`src/shs_pkg.sv`:
```
// ----------------------------------------------------------------------------
// shs_pkg
// Shared types and constants of the streaming SHA-256 hasher: channel payloads,
// controller-to-datapath command and status, round constants, initial hash.
// ----------------------------------------------------------------------------
package shs_pkg;

   typedef struct packed {
      logic [7:0] data_byte;
      logic       has_byte;
      logic       end_of_message;
   } req_payload_type;

   typedef struct packed {
      logic [63:0] digest_part;
      logic [1:0]  part_index;
      logic        part_last;
   } rsp_payload_type;

   // source of the byte shifted into the block buffer
   localparam logic [1:0] BYTE_MSG  = 2'd0;
   localparam logic [1:0] BYTE_MARK = 2'd1;
   localparam logic [1:0] BYTE_ZERO = 2'd2;
   localparam logic [1:0] BYTE_LEN  = 2'd3;

   localparam logic [7:0] PAD_MARK  = 8'h80;
   localparam logic [5:0] LEN_START = 6'd56;
   localparam logic [5:0] FILL_LAST = 6'd63;
   localparam logic [5:0] ROUND_LAST = 6'd63;

   typedef struct packed {
      logic       shift_en;
      logic [1:0] byte_sel;
      logic       count_bits;
      logic       work_load;
      logic       round_en;
      logic [5:0] round_idx;
      logic       hash_add;
      logic       finish;
   } shs_cmd_type;

   typedef struct packed {
      logic [5:0] fill;
      logic       rsp_busy;
   } shs_sts_type;

   localparam logic [31:0] ROUND_K [64] = '{
      32'h428a2f98, 32'h71374491, 32'hb5c0fbcf, 32'he9b5dba5,
      32'h3956c25b, 32'h59f111f1, 32'h923f82a4, 32'hab1c5ed5,
      32'hd807aa98, 32'h12835b01, 32'h243185be, 32'h550c7dc3,
      32'h72be5d74, 32'h80deb1fe, 32'h9bdc06a7, 32'hc19bf174,
      32'he49b69c1, 32'hefbe4786, 32'h0fc19dc6, 32'h240ca1cc,
      32'h2de92c6f, 32'h4a7484aa, 32'h5cb0a9dc, 32'h76f988da,
      32'h983e5152, 32'ha831c66d, 32'hb00327c8, 32'hbf597fc7,
      32'hc6e00bf3, 32'hd5a79147, 32'h06ca6351, 32'h14292967,
      32'h27b70a85, 32'h2e1b2138, 32'h4d2c6dfc, 32'h53380d13,
      32'h650a7354, 32'h766a0abb, 32'h81c2c92e, 32'h92722c85,
      32'ha2bfe8a1, 32'ha81a664b, 32'hc24b8b70, 32'hc76c51a3,
      32'hd192e819, 32'hd6990624, 32'hf40e3585, 32'h106aa070,
      32'h19a4c116, 32'h1e376c08, 32'h2748774c, 32'h34b0bcb5,
      32'h391c0cb3, 32'h4ed8aa4a, 32'h5b9cca4f, 32'h682e6ff3,
      32'h748f82ee, 32'h78a5636f, 32'h84c87814, 32'h8cc70208,
      32'h90befffa, 32'ha4506ceb, 32'hbef9a3f7, 32'hc67178f2
   };

   localparam logic [31:0] HASH_INIT [8] = '{
      32'h6a09e667, 32'hbb67ae85, 32'h3c6ef372, 32'ha54ff53a,
      32'h510e527f, 32'h9b05688c, 32'h1f83d9ab, 32'h5be0cd19
   };

endpackage

```
`src/shs_ctrl.sv`:
```
// ----------------------------------------------------------------------------
// shs_ctrl
// Sequencer: takes message bytes, runs padding, counts the 64 compression
// rounds and hands the finished digest to the output register.
// ----------------------------------------------------------------------------
module shs_ctrl (
   input  logic                    clock,
   input  logic                    reset,
   input  logic                    req_valid,
   output logic                    req_ready,
   input  shs_pkg::req_payload_type req_payload,
   input  shs_pkg::shs_sts_type    sts,
   output shs_pkg::shs_cmd_type    cmd
);
   import shs_pkg::*;

   localparam logic [2:0] S_IDLE  = 3'd0;
   localparam logic [2:0] S_ROUND = 3'd1;
   localparam logic [2:0] S_HADD  = 3'd2;
   localparam logic [2:0] S_PAD   = 3'd3;
   localparam logic [2:0] S_DONE  = 3'd4;

   logic [2:0] state_ff, state_in;
   logic [5:0] rnd_ff, rnd_in;
   logic       pad_ff, pad_in;
   logic       mark_ff, mark_in;
   logic       final_ff, final_in;
   logic       block_full;

   always_comb begin
      state_in   = state_ff;
      rnd_in     = rnd_ff;
      pad_in     = pad_ff;
      mark_in    = mark_ff;
      final_in   = final_ff;
      req_ready  = 1'b0;
      block_full = 1'b0;
      cmd        = '0;
      cmd.byte_sel  = BYTE_MSG;
      cmd.round_idx = rnd_ff;
      case (state_ff)
         S_IDLE: begin
            req_ready = 1'b1;
            if (req_valid) begin
               cmd.shift_en   = req_payload.has_byte;
               cmd.count_bits = req_payload.has_byte;
               block_full     = req_payload.has_byte && (sts.fill == FILL_LAST);
               if (req_payload.end_of_message) begin
                  pad_in   = 1'b1;
                  mark_in  = 1'b0;
                  final_in = 1'b0;
               end
               if (block_full) begin
                  state_in = S_ROUND;
               end else if (req_payload.end_of_message) begin
                  state_in = S_PAD;
               end
            end
         end
         S_PAD: begin
            cmd.shift_en = 1'b1;
            if (!mark_ff) begin
               cmd.byte_sel = BYTE_MARK;
               mark_in      = 1'b1;
               // length fits in this block only if the mark lands before byte 56
               final_in     = sts.fill < LEN_START;
            end else if (final_ff && (sts.fill >= LEN_START)) begin
               cmd.byte_sel = BYTE_LEN;
            end else begin
               cmd.byte_sel = BYTE_ZERO;
            end
            block_full = sts.fill == FILL_LAST;
            if (block_full) begin
               state_in = S_ROUND;
            end
         end
         S_ROUND: begin
            cmd.round_en = 1'b1;
            rnd_in       = rnd_ff + 6'd1;
            if (rnd_ff == ROUND_LAST) begin
               state_in = S_HADD;
            end
         end
         S_HADD: begin
            cmd.hash_add = 1'b1;
            if (!pad_ff) begin
               state_in = S_IDLE;
            end else if (final_ff) begin
               state_in = S_DONE;
            end else begin
               final_in = 1'b1;
               state_in = S_PAD;
            end
         end
         S_DONE: begin
            if (!sts.rsp_busy) begin
               cmd.finish = 1'b1;
               pad_in     = 1'b0;
               state_in   = S_IDLE;
            end
         end
         default: begin
            state_in = S_IDLE;
         end
      endcase
      if (block_full) begin
         cmd.work_load = 1'b1;
         rnd_in        = '0;
      end
   end

   always_ff @(posedge clock) begin
      if (reset) begin
         state_ff <= S_IDLE;
         rnd_ff   <= '0;
         pad_ff   <= 1'b0;
         mark_ff  <= 1'b0;
         final_ff <= 1'b0;
      end else begin
         state_ff <= state_in;
         rnd_ff   <= rnd_in;
         pad_ff   <= pad_in;
         mark_ff  <= mark_in;
         final_ff <= final_in;
      end
   end

`ifndef SYNTHESIS
   a_no_shift_in_round: assert property (@(posedge clock) disable iff (reset)
      !(cmd.round_en && cmd.shift_en))
      else $error("byte shifted into buffer during a compression round");
   a_finish_when_free: assert property (@(posedge clock) disable iff (reset)
      cmd.finish |-> !sts.rsp_busy)
      else $error("digest loaded while previous digest still draining");
   a_last_round_then_add: assert property (@(posedge clock) disable iff (reset)
      (state_ff == S_ROUND && rnd_ff == ROUND_LAST) |=> cmd.hash_add)
      else $error("hash update did not follow the last round");
   a_full_starts_rounds: assert property (@(posedge clock) disable iff (reset)
      cmd.work_load |=> (cmd.round_en && rnd_ff == 6'd0))
      else $error("full block did not start the compression rounds");
`endif

endmodule

```
`src/shs_datapath.sv`:
```
// ----------------------------------------------------------------------------
// shs_datapath
// Block buffer doubling as the rolling message schedule, one SHA-256 round
// unit, hash words, bit counter and the digest output register.
// ----------------------------------------------------------------------------
module shs_datapath (
   input  logic                     clock,
   input  logic                     reset,
   input  shs_pkg::shs_cmd_type     cmd,
   output shs_pkg::shs_sts_type     sts,
   input  logic [7:0]               msg_byte,
   output logic                     rsp_valid,
   input  logic                     rsp_ready,
   output shs_pkg::rsp_payload_type rsp_payload
);
   import shs_pkg::*;

   function automatic logic [31:0] rotr(input logic [31:0] x, input int unsigned n);
      rotr = (x >> n) | (x << (32 - n));
   endfunction

   logic [511:0] buf_ff, buf_in;
   logic [31:0]  work_ff [8];
   logic [31:0]  work_in [8];
   logic [31:0]  hash_ff [8];
   logic [63:0]  bits_ff;
   logic [5:0]   fill_ff;
   logic [255:0] digest_ff;
   logic [1:0]   part_ff;
   logic         rsp_valid_ff;

   logic [7:0]  shift_byte;
   logic [7:0]  len_byte;
   logic [31:0] wt, w1, w9, w14, w_next;
   logic [31:0] s0, s1, big_s0, big_s1, ch, maj, t1, t2;

   // big-endian length byte for buffer positions 56..63
   assign len_byte = 8'(bits_ff >> {~fill_ff[2:0], 3'b000});

   always_comb begin
      case (cmd.byte_sel)
         BYTE_MSG:  shift_byte = msg_byte;
         BYTE_MARK: shift_byte = PAD_MARK;
         BYTE_ZERO: shift_byte = 8'h00;
         BYTE_LEN:  shift_byte = len_byte;
         default:   shift_byte = 8'h00;
      endcase
   end

   // schedule window: word 0 is the current round's word
   assign wt  = buf_ff[511:480];
   assign w1  = buf_ff[479:448];
   assign w9  = buf_ff[223:192];
   assign w14 = buf_ff[63:32];
   assign s0  = rotr(w1, 7) ^ rotr(w1, 18) ^ (w1 >> 3);
   assign s1  = rotr(w14, 17) ^ rotr(w14, 19) ^ (w14 >> 10);
   assign w_next = wt + s0 + w9 + s1;

   assign big_s1 = rotr(work_ff[4], 6) ^ rotr(work_ff[4], 11) ^ rotr(work_ff[4], 25);
   assign big_s0 = rotr(work_ff[0], 2) ^ rotr(work_ff[0], 13) ^ rotr(work_ff[0], 22);
   assign ch     = (work_ff[4] & work_ff[5]) ^ (~work_ff[4] & work_ff[6]);
   assign maj    = (work_ff[0] & work_ff[1]) ^ (work_ff[0] & work_ff[2]) ^
                   (work_ff[1] & work_ff[2]);
   assign t1     = work_ff[7] + big_s1 + ch + ROUND_K[cmd.round_idx] + wt;
   assign t2     = big_s0 + maj;

   always_comb begin
      buf_in = buf_ff;
      if (cmd.shift_en) begin
         buf_in = {buf_ff[503:0], shift_byte};
      end else if (cmd.round_en) begin
         buf_in = {buf_ff[479:0], w_next};
      end
   end

   always_comb begin
      for (int i = 0; i < 8; i++) begin
         work_in[i] = work_ff[i];
      end
      if (cmd.work_load) begin
         for (int i = 0; i < 8; i++) begin
            work_in[i] = hash_ff[i];
         end
      end else if (cmd.round_en) begin
         work_in[7] = work_ff[6];
         work_in[6] = work_ff[5];
         work_in[5] = work_ff[4];
         work_in[4] = work_ff[3] + t1;
         work_in[3] = work_ff[2];
         work_in[2] = work_ff[1];
         work_in[1] = work_ff[0];
         work_in[0] = t1 + t2;
      end
   end

   always_ff @(posedge clock) begin
      buf_ff <= buf_in;
      for (int i = 0; i < 8; i++) begin
         work_ff[i] <= work_in[i];
      end
   end

   always_ff @(posedge clock) begin
      if (reset) begin
         for (int i = 0; i < 8; i++) begin
            hash_ff[i] <= HASH_INIT[i];
         end
         bits_ff <= '0;
         fill_ff <= '0;
      end else begin
         if (cmd.finish) begin
            for (int i = 0; i < 8; i++) begin
               hash_ff[i] <= HASH_INIT[i];
            end
            bits_ff <= '0;
         end else begin
            if (cmd.hash_add) begin
               for (int i = 0; i < 8; i++) begin
                  hash_ff[i] <= hash_ff[i] + work_ff[i];
               end
            end
            if (cmd.count_bits) begin
               bits_ff <= bits_ff + 64'd8;
            end
         end
         if (cmd.shift_en) begin
            fill_ff <= fill_ff + 6'd1;
         end
      end
   end

   // digest register drains one 64-bit part per beat, top part first
   always_ff @(posedge clock) begin
      if (cmd.finish) begin
         digest_ff <= {hash_ff[0], hash_ff[1], hash_ff[2], hash_ff[3],
                       hash_ff[4], hash_ff[5], hash_ff[6], hash_ff[7]};
      end else if (rsp_valid_ff && rsp_ready) begin
         digest_ff <= {digest_ff[191:0], 64'h0};
      end
   end

   always_ff @(posedge clock) begin
      if (reset) begin
         rsp_valid_ff <= 1'b0;
         part_ff      <= '0;
      end else if (cmd.finish) begin
         rsp_valid_ff <= 1'b1;
         part_ff      <= '0;
      end else if (rsp_valid_ff && rsp_ready) begin
         part_ff <= part_ff + 2'd1;
         if (part_ff == 2'd3) begin
            rsp_valid_ff <= 1'b0;
         end
      end
   end

   assign rsp_valid               = rsp_valid_ff;
   assign rsp_payload.digest_part = digest_ff[255:192];
   assign rsp_payload.part_index  = part_ff;
   assign rsp_payload.part_last   = part_ff == 2'd3;

   assign sts.fill     = fill_ff;
   assign sts.rsp_busy = rsp_valid_ff;

`ifndef SYNTHESIS
   a_finish_starts_parts: assert property (@(posedge clock) disable iff (reset)
      cmd.finish |=> (rsp_valid_ff && part_ff == 2'd0))
      else $error("digest load did not present part zero");
   a_last_part_drains: assert property (@(posedge clock) disable iff (reset)
      (rsp_valid_ff && rsp_ready && part_ff == 2'd3 && !cmd.finish) |=> !rsp_valid_ff)
      else $error("output still valid after the last digest part");
   a_add_on_empty_buffer: assert property (@(posedge clock) disable iff (reset)
      cmd.hash_add |-> fill_ff == 6'd0)
      else $error("hash update with a partly filled block buffer");
`endif

endmodule

```
`src/sha256_stream_hasher.sv`:
```
// ----------------------------------------------------------------------------
// sha256_stream_hasher
// Streaming SHA-256: bytes in, 256-bit digest out as four 64-bit parts.
// ----------------------------------------------------------------------------
//  channel | direction | payload                                 | handshake
//  req     | in        | data_byte, has_byte, end_of_message     | req_valid / req_ready
//  rsp     | out       | digest_part, part_index, part_last      | rsp_valid / rsp_ready
//
//  one byte a cycle while a block fills; a full block holds req_ready low
//  through 64 rounds on the single round unit, then the hash update
//  end of message: padding shifts in one byte a cycle, then one or two
//  compressions, then the digest waits for the output register to drain
//  rsp stalls only block the next end of message, not the byte stream
//  reset is synchronous; no clearing pass
// ----------------------------------------------------------------------------
module sha256_stream_hasher (
   input  logic                     clock,
   input  logic                     reset,
   input  logic                     req_valid,
   output logic                     req_ready,
   input  shs_pkg::req_payload_type req_payload,
   output logic                     rsp_valid,
   input  logic                     rsp_ready,
   output shs_pkg::rsp_payload_type rsp_payload
);
   import shs_pkg::*;

   shs_cmd_type cmd;
   shs_sts_type sts;

   shs_ctrl u_ctrl (
      .clock       (clock),
      .reset       (reset),
      .req_valid   (req_valid),
      .req_ready   (req_ready),
      .req_payload (req_payload),
      .sts         (sts),
      .cmd         (cmd)
   );

   shs_datapath u_datapath (
      .clock       (clock),
      .reset       (reset),
      .cmd         (cmd),
      .sts         (sts),
      .msg_byte    (req_payload.data_byte),
      .rsp_valid   (rsp_valid),
      .rsp_ready   (rsp_ready),
      .rsp_payload (rsp_payload)
   );

endmodule
```
`config.mk`:
```
export PLATFORM = sky130hd
export DESIGN_NAME = sha256_stream_hasher
export DESIGN_NICKNAME = d
export VERILOG_FILES = /design/src/shs_pkg.sv /design/src/shs_ctrl.sv /design/src/shs_datapath.sv /design/src/sha256_stream_hasher.sv
export SDC_FILE = /design/constraint.sdc
export NUM_CORES = 2
export LEC_CHECK = 0
export ABC_AREA = 1
export BUFFER_PORTS_ARGS = -buffer_cell sky130_fd_sc_hd__buf_2
export CAP_MARGIN = 5
export CORE_MARGIN = 3
export CORE_UTILIZATION = 50
export DETAILED_ROUTE_END_ITERATION = 16
export PLACE_DENSITY = 0.62
export SLEW_MARGIN = 20
export SYNTH_ARGS = -nofsm -noshare
export SYNTH_HDL_FRONTEND = slang
export SYNTH_SLANG_ARGS = --single-unit
```
`constraint.sdc`:
```
create_clock -name clock -period 26.4 [get_ports clock]
set_input_delay 1.32 -clock clock [delete_from_list [all_inputs] [get_ports clock]]
set_output_delay 1.32 -clock clock [all_outputs]
set_load 0.02 [all_outputs]
```
# After elaboration in Yosys (flattened, before gate mapping)
# Memory sizes are Yosys's and may differ from the RTL's.
# Index checks and enable logic that the tools add are counted.
[word_totals]
output_inout_bits = 69
ff_bits = 853
n_memories = 3
romBits = 2048
ramBits = 512
word_cells = 191
in_bits = 14
[memory_table]
columns = ["memory", "depth", "width", "read_ports", "rd_clocked_by_memory_dff", "wr", "line", "rtl"]
rows = [
  ["(name not given)", 64, 32, 1, 0, 0, "shs_datapath.sv:64", "assign t1 = work_ff[7] + big_s1 + ch + ROUND_K[cmd.round_idx] + wt;"],
  ["u_datapath.hash_ff", 8, 32, 8, 0, 8, "shs_datapath.sv:25", "logic [31:0] hash_ff [8];"],
  ["u_datapath.work_ff", 8, 32, 8, 0, 8, "shs_datapath.sv:23", "logic [31:0] work_ff [8];"],
]
[op_classes]
shifts = 1
order_cmp = 3
n_addsub = 22
muxes = 70
bitwise_logic = 45
reduce_logical = 18
eq_ne = 18
[ops]
columns = ["cell", "n"]
rows = [
  ["two-way mux 256 bit", 4],
  ["two-way mux 512 bit", 2],
  ["adder 32 bit", 18],
  ["two-way mux 32 bit", 18],
  ["XOR 32 bit", 9],
  ["AND 32 bit", 5],
  ["adder 64 x 4 -> 64 bit (second input constant)", 1],
  [">> shifter 64 x 6 -> 8 bit", 1],
  ["NOT 32 bit", 1],
  ["OR 10 x 32 -> 32 bit", 1],
  ["OR 13 x 32 -> 32 bit", 1],
  ["OR 14 x 32 -> 32 bit", 1],
  ["OR 15 x 32 -> 32 bit", 1],
  ["OR 19 x 32 -> 32 bit", 1],
  ["OR 21 x 32 -> 32 bit", 1],
  ["OR 25 x 32 -> 32 bit", 1],
  ["OR 26 x 32 -> 32 bit", 1],
  ["OR 30 x 32 -> 32 bit", 1],
  ["OR 7 x 32 -> 32 bit", 1],
  ["one-hot mux 8 bit (4 select lines)", 1],
  ["XOR 32 x 22 -> 32 bit", 1],
  ["XOR 32 x 29 -> 32 bit", 1],
  ["two-way mux 1 bit", 29],
  ["two-way mux 3 bit", 8],
  ["31 further kinds", 68],
]

# Longest topological paths before layout
# An unclocked memory read counts as a cell.
[depth]
depth_word = 11
mapped_depth = 46

# By module
# A second synthesis with hierarchy kept.
[unflattened]
cells_unflattened = 10695
hier_area_um2 = 88378.5
[by_module_without_submodules]
columns = ["mod", "area_each_um2", "cells_per_inst", "seq_area_each_um2", "n_inst"]
rows = [
  ["shs_datapath", 87654.1, 10584, 39517.9, 1],
  ["shs_ctrl", 724.4, 111, 240.2, 1],
]

# Least setup slack after synthesis
# No wires, ideal clock.
[synth_timing]
path_kind = "input-to-reg"
startpoint = "input req_valid"
endpoint = "register u_datapath.buf_ff[0] (enable)"
arrival_time_ns = 10.494
stages = 7
path_slack_ns = 12.258
n_path_buf = 3
setup_time_ns = 3.648
cell_sequence = "nand3_4 -> nand2_1 -> buf_2 -> inv_2 -> buf_2 -> clkbuf_1 -> nand2_1"
[synth_via]
elab_chain_len = 3
[synth_lines]
columns = ["item", "line", "rtl"]
rows = [
  ["from (decl)", "sha256_stream_hasher.sv:19", "input logic req_valid,"],
  ["two-way mux 1 bit", "shs_ctrl.sv:44", "if (req_valid) begin"],
  ["one-hot mux 1 bit (2 select lines)", "shs_ctrl.sv:41", "case (state_ff)"],
  ["nonzero test 2 bit (no line)", "n/a", ""],
  ["to (signal assigned)", "shs_datapath.sv:97", "buf_ff <= buf_in;"],
  ["to (decl)", "shs_datapath.sv:22", "logic [511:0] buf_ff, buf_in;"],
]
# No other way between the ends.
# A chain may end at the register's enable or synchronous reset.

==> results.sh <==
export IMPL_pin_count=83
export IMPL_clkLatencyLatePin_ns=0.84
export IMPL_cts_resized_gates=0
export IMPL_clk_pin_slew_ns=0.06
export IMPL_cts_tree="done"
export IMPL_wl_per_cell_um=26.7
export IMPL_min_from="u_ctrl.mark_ff$_SDFFE_PP0P_"
export IMPL_rsz0062_at_grt="no"
export IMPL_htreeDepth=4
export IMPL_dieHeight_um=427
export IMPL_drv_cap=0
export IMPL_tightest_slew_ns=1.23
export IMPL_slowest_stage="nor4_1"
export IMPL_outcome="finished, final reports clean"
export IMPL_avgViaCountPerCell=5.89
export IMPL_nets=11100
export IMPL_async_flop_share_pct=0
export IMPL_via_count=76000
export IMPL_rr_endpoint="u_datapath.work_ff[0][26]$_DFFE_PP_"
export IMPL_grt_pass1_vias=72600
export IMPL_fmax_mhz=104
export IMPL_setup_viol=0
export IMPL_critPathBufInv=7
export IMPL_clock_sinks=1362
export IMPL_cts_setup_buffers=0
export IMPL_synth_area_top_cells="edfxtp_1, nand2_1, ha_1, o21ai_0, inv_1"
export IMPL_cp_end_kind="flop"
export IMPL_synth_seq_cells=1362
export IMPL_drt_wl_total_mm=344
export IMPL_avgSynthCellArea_um2=8.36
export IMPL_globalRoute_totalOverflow=0
export IMPL_synth_top_area_share_pct=42.3
export IMPL_whs_ns=0.473
export IMPL_dpl_hpwl_mm=267
export IMPL_grt_pass1_wl_mm=496
export IMPL_critPathKind="flop to flop"
export IMPL_crit_top_cell="inv_1"
export IMPL_clock_root_buffer="clkbuf_16"
export IMPL_detail_route_antenna_nets=0
export IMPL_path_delay_family="adder cells"
export IMPL_track_usage_pct=37.2
export IMPL_cp_depth=34
export IMPL_synth_fp_nets=11200
export IMPL_grt_max_degree=246
export IMPL_hold_class="flop to flop"
export IMPL_chipWidth_um=427
export IMPL_area_growth_syn_to_layout_pct=7.63
export IMPL_initial_core_util_pct=50.6
export IMPL_yosys_warnings=0
export IMPL_drtIter0Drc=8943
export IMPL_slew_viol_final=0
export IMPL_postCtsHoldBufs=0
export IMPL_synth_area_um2=88700
export IMPL_hold_viol_final=0
export IMPL_die_area_um2=182000
export IMPL_synth_edf_count=1248
export IMPL_setup_tns_ns=0
export IMPL_slowest_delay_ns=0.62
export IMPL_synth_cells=10600
export IMPL_slew_headroom_pct=18.3
export IMPL_reg2reg_setup_slack_ns=16.75
export IMPL_antenna_found_initial=9
export IMPL_synth_distinct_cells=67
export IMPL_clockBufferDepth=3
export IMPL_ys_seq_area_share_pct=44.8
export IMPL_place_gp_congestion=1.06
export IMPL_post_route_period_util_pct=36.6
export IMPL_synth_flop_cell="edfxtp_1"
export IMPL_cp_max_fo=12
export IMPL_fill_cells=16500
export IMPL_numCtsBuffers=153
export IMPL_finalNonFillerCells=12900
export IMPL_startpoint_type="flop"
export IMPL_synth_area_leader_cell="edfxtp_1"
export IMPL_finalClockSkew_ns=0.0378
export IMPL_reg2reg_from="u_ctrl.rnd_ff[0]$_SDFFE_PP0P_"
export IMPL_port_buffers=82
export IMPL_placed_cells=12600
export IMPL_drc=0
export IMPL_layout_drive_gt1_share_pct=4.53
export IMPL_num_rows=153
export IMPL_drtPass1Iterations=7
export IMPL_worstRegToRegCells=34
export IMPL_core_um2=175000
export IMPL_hold_path_endpoint="u_ctrl.mark_ff$_SDFFE_PP0P_"
export IMPL_hold_depth=2
export IMPL_finalCriticalPeriod_ns=9.65
export IMPL_critPathArrivalTime_ns=10.23
export IMPL_required_ns=26.98
-- synthesized netlist by cell type (all sizes together) (24+ instances only) --
cell	number
nand2	3010
fa	195
a31oi	44
dfxtp	114
inv	1244
ha	396
a21o	76
nor2	709
a21boi	30
mux2i	24
o21a	63
buf	167
xnor2	162
o211ai	38
edfxtp	1248
nor4	37
xor2	217
nand3	339
or2	42
a21oi	710
nand4	102
clkbuf	305
o21ai	943
nor3	127
o21bai	87
-- how the worst max path moves through the flow --
stage | from | to | slack, ns
global route | u_ctrl.rnd_ff[0]$_SDFFE_PP0P_ | u_datapath.work_ff[0][26]$_DFFE_PP_ | 16.28
global placement | u_ctrl.rnd_ff[0]$_SDFFE_PP0P_ | u_datapath.work_ff[0][26]$_DFFE_PP_ | 16.94
CTS | u_ctrl.rnd_ff[0]$_SDFFE_PP0P_ | u_datapath.work_ff[0][26]$_DFFE_PP_ | 17.01
finish | u_ctrl.rnd_ff[0]$_SDFFE_PP0P_ | u_datapath.work_ff[0][26]$_DFFE_PP_ | 16.75
detailed placement | u_ctrl.rnd_ff[0]$_SDFFE_PP0P_ | u_datapath.work_ff[0][26]$_DFFE_PP_ | 17.04
floorplan | req_valid | u_datapath.buf_ff[0]$_DFFE_PP_ | 12.26
-- state kept, by name (all words and copies together), names as in the netlist --
register and flops:
u_datapath.hash_ff 256, u_datapath.digest_ff 256, u_datapath.work_ff 256, u_datapath.bits_ff 61, u_datapath.rsp_valid 1, u_ctrl.state_ff 3
u_ctrl.rnd_ff 6, u_datapath.buf_ff 512, u_datapath.fill_ff 6, u_ctrl.pad_ff 1, u_datapath.part_ff 2, u_ctrl.mark_ff 1
u_ctrl.final_ff 1
-- worst min-delay path: cells and delay by family (launching register included) --
kind / cells / cell delay (ns)
AND/OR/NAND/NOR: 1 / 0.06
AO/OA/AOI/OAI: 1 / 0.06
flip-flops: 1 / 0.31
-- cell families (layout without fill, tap and decap cells) --
group	count (synthesis)	count (layout)	share of synthesized area, %
other	0	4	0
XOR/XNOR	379	379	3.74
flip-flops	1362	1362	44.8
buffers and inverters	1721	1687	7.66
adder cells (fa/ha/maj)	592	592	10.0
AND/OR/NAND/NOR	4397	4397	20.0
AO/OA/AOI/OAI	2124	2124	13.4
multiplexers	30	30	0.347
-- final cells by class --
type	instances	area (µm²)	share of cell area (%)
multi-input combinational	7522	42200	44.2
timing repair buffer	161	1060	1.11
clock inverter	85	758	0.794
clock buffer	192	4050	4.24
sequential	1362	39800	41.6
antenna	4	10.0	0.0105
tap	2325	2910	3.05
inverter	1249	4710	4.93
-- layout by cell type (no fill, tap or decap), drive strengths merged, types with 192 or more instances in the layout --
master,synthesis,layout
a21oi,710,710
clkbuf,305,192
nor2,709,709
fa,195,195
nand3,339,339
ha,396,396
nand2,3010,3010
o21ai,943,943
inv,1244,1258
edfxtp,1248,1248
xor2,217,217
-- routing by layer --
metal / vias to the layer above / share of wire (%) / GRT usage, %
met2: 3549 / 45 / 58.9
met4: 6 / 7.9 / 24.5
li1: 35000 / - / -
met1: 36600 / 39 / 46.9
met5: - / 0.011 / 0
met3: 802 / 7.7 / 6.37
-- stage by stage --
stage / worst slack (ns) / util, % / cell area [µm²]
after global routing: 16.28 / 54.5 / 95500
final: 16.75 / 54.5 / 95500
after floorplan: 12.26 / - / 88700
after detailed placement: 17.04 / 51.8 / 90600
after global placement: 16.94 / 51.8 / 90600
after CTS: 17.01 / 54.5 / 95500
Power is not shown: default switching activity piles up to over one toggle a cycle in this logic, so the estimate is an artifact.
